[config.mk]
export PLATFORM = sky130hd
export DESIGN_NAME = lpr_space
export DESIGN_NICKNAME = d
export VERILOG_FILES = /design/src/hw/rtl/lpr_pkg.sv /design/src/hw/rtl/lpr_space.sv
export SDC_FILE = /design/constraint.sdc
export NUM_CORES = 1
export LEC_CHECK = 0
export BUFFER_PORTS_ARGS = -buffer_cell sky130_fd_sc_hd__buf_2
export CORE_ASPECT_RATIO = 1.25
export CORE_MARGIN = 2
export CORE_UTILIZATION = 47
export DETAILED_ROUTE_END_ITERATION = 8
export PLACE_DENSITY = 0.81
export RECOVER_POWER = 25
export SYNTH_ARGS = -nofsm -noshare
export SYNTH_HDL_FRONTEND = slang
export SYNTH_SLANG_ARGS = --single-unit
export TNS_END_PERCENT = 50
[constraint.sdc]
create_clock -name vclk -period 4.5
set_input_delay 0.9 -clock vclk [all_inputs]
set_output_delay 0.9 -clock vclk [all_outputs]
set_load 0.005 [all_outputs]
[src/hw/rtl/lpr_pkg.sv]
// Shared constants, types and helpers for the length-prefixed packet ring.
package lpr_pkg;

   localparam int BUF_DEPTH = 65536;
   localparam int ADDR_W    = $clog2(BUF_DEPTH);
   localparam int LEN_W     = 16;
   localparam int BYTE_W    = 8;

   typedef logic [ADDR_W-1:0] ptr_type;
   typedef logic [LEN_W-1:0]  len_type;
   typedef logic [BYTE_W-1:0] byte_type;

   typedef enum logic [1:0] {
      ST_WR_OK    = 2'd0,
      ST_WR_REJ   = 2'd1,
      ST_RD_OK    = 2'd2,
      ST_RD_EMPTY = 2'd3
   } status_type;

   typedef struct packed {
      logic     we;
      ptr_type  waddr;
      byte_type wdata;
      ptr_type  raddr;
   } mem_req_type;

   typedef struct packed {
      len_type free_bytes;
      logic    room;
   } space_type;

   function automatic ptr_type ring_next(ptr_type p);
      ring_next = (p == ptr_type'(BUF_DEPTH - 1)) ? '0 : p + ptr_type'(1);
   endfunction

endpackage

[src/hw/rtl/lpr_space.sv]
// Free-space count of the ring and the room check for a new packet.
module lpr_space import lpr_pkg::*; (
   input  ptr_type   write_ptr,
   input  ptr_type   read_ptr,
   input  len_type   packet_length,
   output space_type space
);

   localparam logic [ADDR_W:0] DEPTH_V = (ADDR_W + 1)'(BUF_DEPTH);

   logic [ADDR_W:0] used;
   logic [ADDR_W:0] free_cnt;
   logic [LEN_W:0]  need;

   always_comb begin
      if (write_ptr >= read_ptr) begin
         used = {1'b0, write_ptr} - {1'b0, read_ptr};
      end else begin
         used = {1'b0, write_ptr} + DEPTH_V - {1'b0, read_ptr};
      end
      free_cnt = DEPTH_V - (ADDR_W + 1)'(1) - used;
      // header takes two bytes on top of the payload
      need     = {1'b0, packet_length} + (LEN_W + 1)'(2);
      space.free_bytes = LEN_W'(free_cnt);
      space.room       = (LEN_W + 1)'(free_cnt) >= need;
   end

endmodule

== Yosys cells after proc, flatten, opt, wreduce, memory -nomap -nowiden ==
Cells that the tools add are included.
Cells by class
  mux-type cells: 1
  $add $sub $neg: 5
  $lt $le $gt $ge: 2
Operator list (number)
  16-bit by 17-bit adder with 17-bit output, second input constant: 1
  16-bit by 2-bit adder with 17-bit output, second input constant: 1
  17-bit greater-or-equal comparator: 1
  17-bit 2-to-1 mux: 1
  16-bit by 16-bit subtractor with 17-bit output: 1
  16-bit by 17-bit subtractor with 17-bit output, first input constant: 1
  17-bit by 16-bit subtractor with 17-bit output: 1
  16-bit greater-or-equal comparator: 1
Word-level totals
  logic and storage cells: 8
  flip-flop bits (word level): 0
  output and inout bits: 17

== Longest topological paths before layout ==
  word-level depth: 5
  depth in mapped cells: 16
  gate-level depth less buffers: 16

== Worst setup path before layout ==
No wires, ideal clock.
  path type: in2out
  start: in write_ptr[0]
  end: out space[0] (netlist bit)
  stages on the path: 15
  required time: 3600 ps
  path buffers: 0
  arrival: 3814 ps
  setup slack: -214 ps
  cells stage by stage: inv_1 -> ha_1 -> inv_1 -> fa_1 -> a211oi_1 -> o211ai_1 -> a41oi_1 -> o21ai_1 -> a311oi_1 -> ha_1 -> a21oi_1 -> o41ai_1 -> a21oi_1 -> o41ai_1 -> a221o_1
RTL lines
  start: declaration: RTL line lpr_space.sv:3  | input ptr_type write_ptr,
  end: declaration: RTL line lpr_space.sv:6  | output space_type space

==> results.json <==
{
  "grt_pass1_wl_mm": 7.18,
  "drv_slew": 0,
  "fp.dieH_um": 68.9,
  "dp_cells": 350,
  "synth_adder_area_share_pct": 28.1,
  "post_dp_cell_area_mm2": 0.00216,
  "hp-class": "in -> out",
  "dr.pass1.iters": 6,
  "finalSetupViolCount": 1,
  "port_buffers": 65,
  "start_util_pct": 49.1,
  "synth_area_mm2": 0.00158,
  "rsz0062_at_grt": "true",
  "coreArea_mm2": 0.00322,
  "worstPathRequired_ns": 3.60,
  "grt_usage_pct": 22.4,
  "clock_buffers": 0,
  "multi_input_comb_area_mm2": 0.00151,
  "globalplace.congestion": 0.917,
  "wirelength_mm": 4.61,
  "register_area_um2": 0,
  "timing.fmax_mhz": 207,
  "slowest_stage": "a221o_1",
  "ir_drop_mv": 0.142,
  "dr_total_vias": 1961,
  "timing.setup.tns_ns": -0.324,
  "post_drt_via_cell_ratio": 5.49,
  "nFillCells": 294,
  "max_slew.worst_pin.slew_ns": 0.466,
  "critical-path-top-delay-family": "compound AO/OA/AOI/OAI gates",
  "synth_xor_xnor_area_share_pct": 13.3,
  "drt_iter0_markers": 50,
  "path_cells": "buf_2, ha_1, nor2b_1, o21bai_1, a31oi_1, buf_4, o31a_1, or3_1, nand2_2, ha_1, nand4_1, o41ai_2, a21oi_1, o41ai_1, a221o_1, buf_2",
  "final_cells": 357,
  "stdcell_area_mm2": 0.00226,
  "synth_cell_types": 43,
  "die-width_um": 55.9,
  "worst_setup_path_end_kind": "output port",
  "syn_nets": 308,
  "syn_avg_cell_area_um2": 7.03,
  "pin_count": 65,
  "placementRows": 23,
  "grt_max_degree": 10,
  "utilization_pct": 70.2,
  "drive_gt1_share_pct": 36.3,
  "ys_seq_area_share_pct": 0,
  "globalRouteOverflowTotal": 0,
  "finalHoldViolations": 0,
  "synth_most_common_cell": "ha_1",
  "synth_warnings": 0,
  "startpoint_type": "input pin",
  "period_minus_slack_ns": 4.82,
  "synth.top_cell.area_share_pct": 26.9,
  "synthCells": 225,
  "criticalPathCategory": "in -> out",
  "cp_max_fo": 3,
  "hold_slack_ns": 2.14,
  "max_stage_delay_ns": 0.37,
  "grt_pass1_vias": 1825,
  "ys_top_cells_by_area": "ha_1, xnor2_1, inv_1",
  "area.growth.synth_to_final_pct": 43.0,
  "diodes": 0,
  "seq_cells": 0,
  "postRouteAntennaNets": 0,
  "slew_headroom_pct": 68.5,
  "synth_compound_area_share_pct": 27.4,
  "antenna_found_initial": 0,
  "violations": "negative setup slack",
  "setup_ws_ns": -0.324,
  "outcome": "finished, violations left",
  "period_share_pct": 107,
  "yosysTopAreaCell": "ha_1",
  "synthMuxAreaShare_pct": 0.632,
  "nNetsFinal": 405,
  "power.leakage_uw": 0.00122,
  "ys_top_cells_by_count": "ha_1, inv_1, nand2_1",
  "synth-simple-area-share_pct": 21.9,
  "die-area_mm2": 0.00385,
  "synth_top_family_by_area": "adder cells",
  "max_cap_viol_count": 0,
  "power.density_cell_area_mw_per_mm2": 174,
  "drc_errors": 0,
  "wl_per_cell_um": 12.9,
  "critPathArrivalTime_ns": 3.92,
  "worst-path-buf-inv": 3,
  "hpwl_mm": 3.78
}
[path summary, 6_finish.rpt]
| kind | startpoint | depth (start not counted) | end | slack, ns |
|---|---|---|---|---|
| worst min-delay path | read_ptr[0] | 3 | space[1] | 2.14 |
| worst max-delay path | write_ptr[1] | 16 | space[0] | -0.32 |
[area by class of cell]
cell class | instances | share of cell area, %
multi-input combinational | 191 | 66.9
timing repair buffer | 100 | 26.1
inverter | 29 | 4.92
tap | 37 | 2.05
[power breakdown]
part,switching [uW],leakage (uW),internal (uW)
registers,0,0,0
logic,194,0.00122,201
clock network,0,0,0
total,194,0.00122,201
[cell usage in the layout (no fill, tap or decap), types with 2 or more instances in the layout]
| cell | n |
|---|---|
| buf_2 | 62 |
| buf_4 | 35 |
| ha_1 | 33 |
| inv_1 | 26 |
| nand2_1 | 16 |
| a21oi_1 | 15 |
| nand3_1 | 14 |
| nor2_1 | 14 |
| xnor2_1 | 13 |
| a21o_1 | 12 |
| xor2_1 | 11 |
| o21ai_0 | 6 |
| nor3_1 | 5 |
| o21bai_1 | 3 |
| a31oi_1 | 3 |
| o31a_1 | 3 |
| a211oi_1 | 3 |
| and3_1 | 3 |
| nand4_1 | 3 |
| inv_2 | 2 |
| o21a_1 | 2 |
| and4_1 | 2 |
| nor3_2 | 2 |
| o211ai_1 | 2 |
| nand2b_1 | 2 |
| clkbuf_1 | 2 |
[cell families (layout without fill, tap and decap cells)]
logic type,count (synthesis),after routing
simple gates,68,68
compound gates,63,63
fa+ha+maj,35,35
buf+inv,34,129
xor+xnor,24,24
mux,1,1
[what timing repair did]
action,4_1_cts,5_1_grt
buffers inserted,3,4
cloned,0,0
hold buffers,0,0
gates resized for setup,10,4
pin swaps,11,15
endpoints found under the setup margin,1,1
hold endpoints to repair,0,0
[metal layers]
layer,global-route usage [%],vias up,part of all wire [%]
li1,-,1010,-
met1,23.5,880,40
met2,50.0,67,54
met3,1.12,4,5.3
met4,2.68,0,0.96
met5,0,-,0
[stage by stage]
stage	power, uW	setup slack (ns)
6_report	394	-0.324
5_1_grt	434	-0.445
4_1_cts	376	-0.292
3_5_place_dp	361	-0.446
3_3_place_gp	353	-0.286
2_1_floorplan	212	0.00556
(Power assumes the default switching activity.)
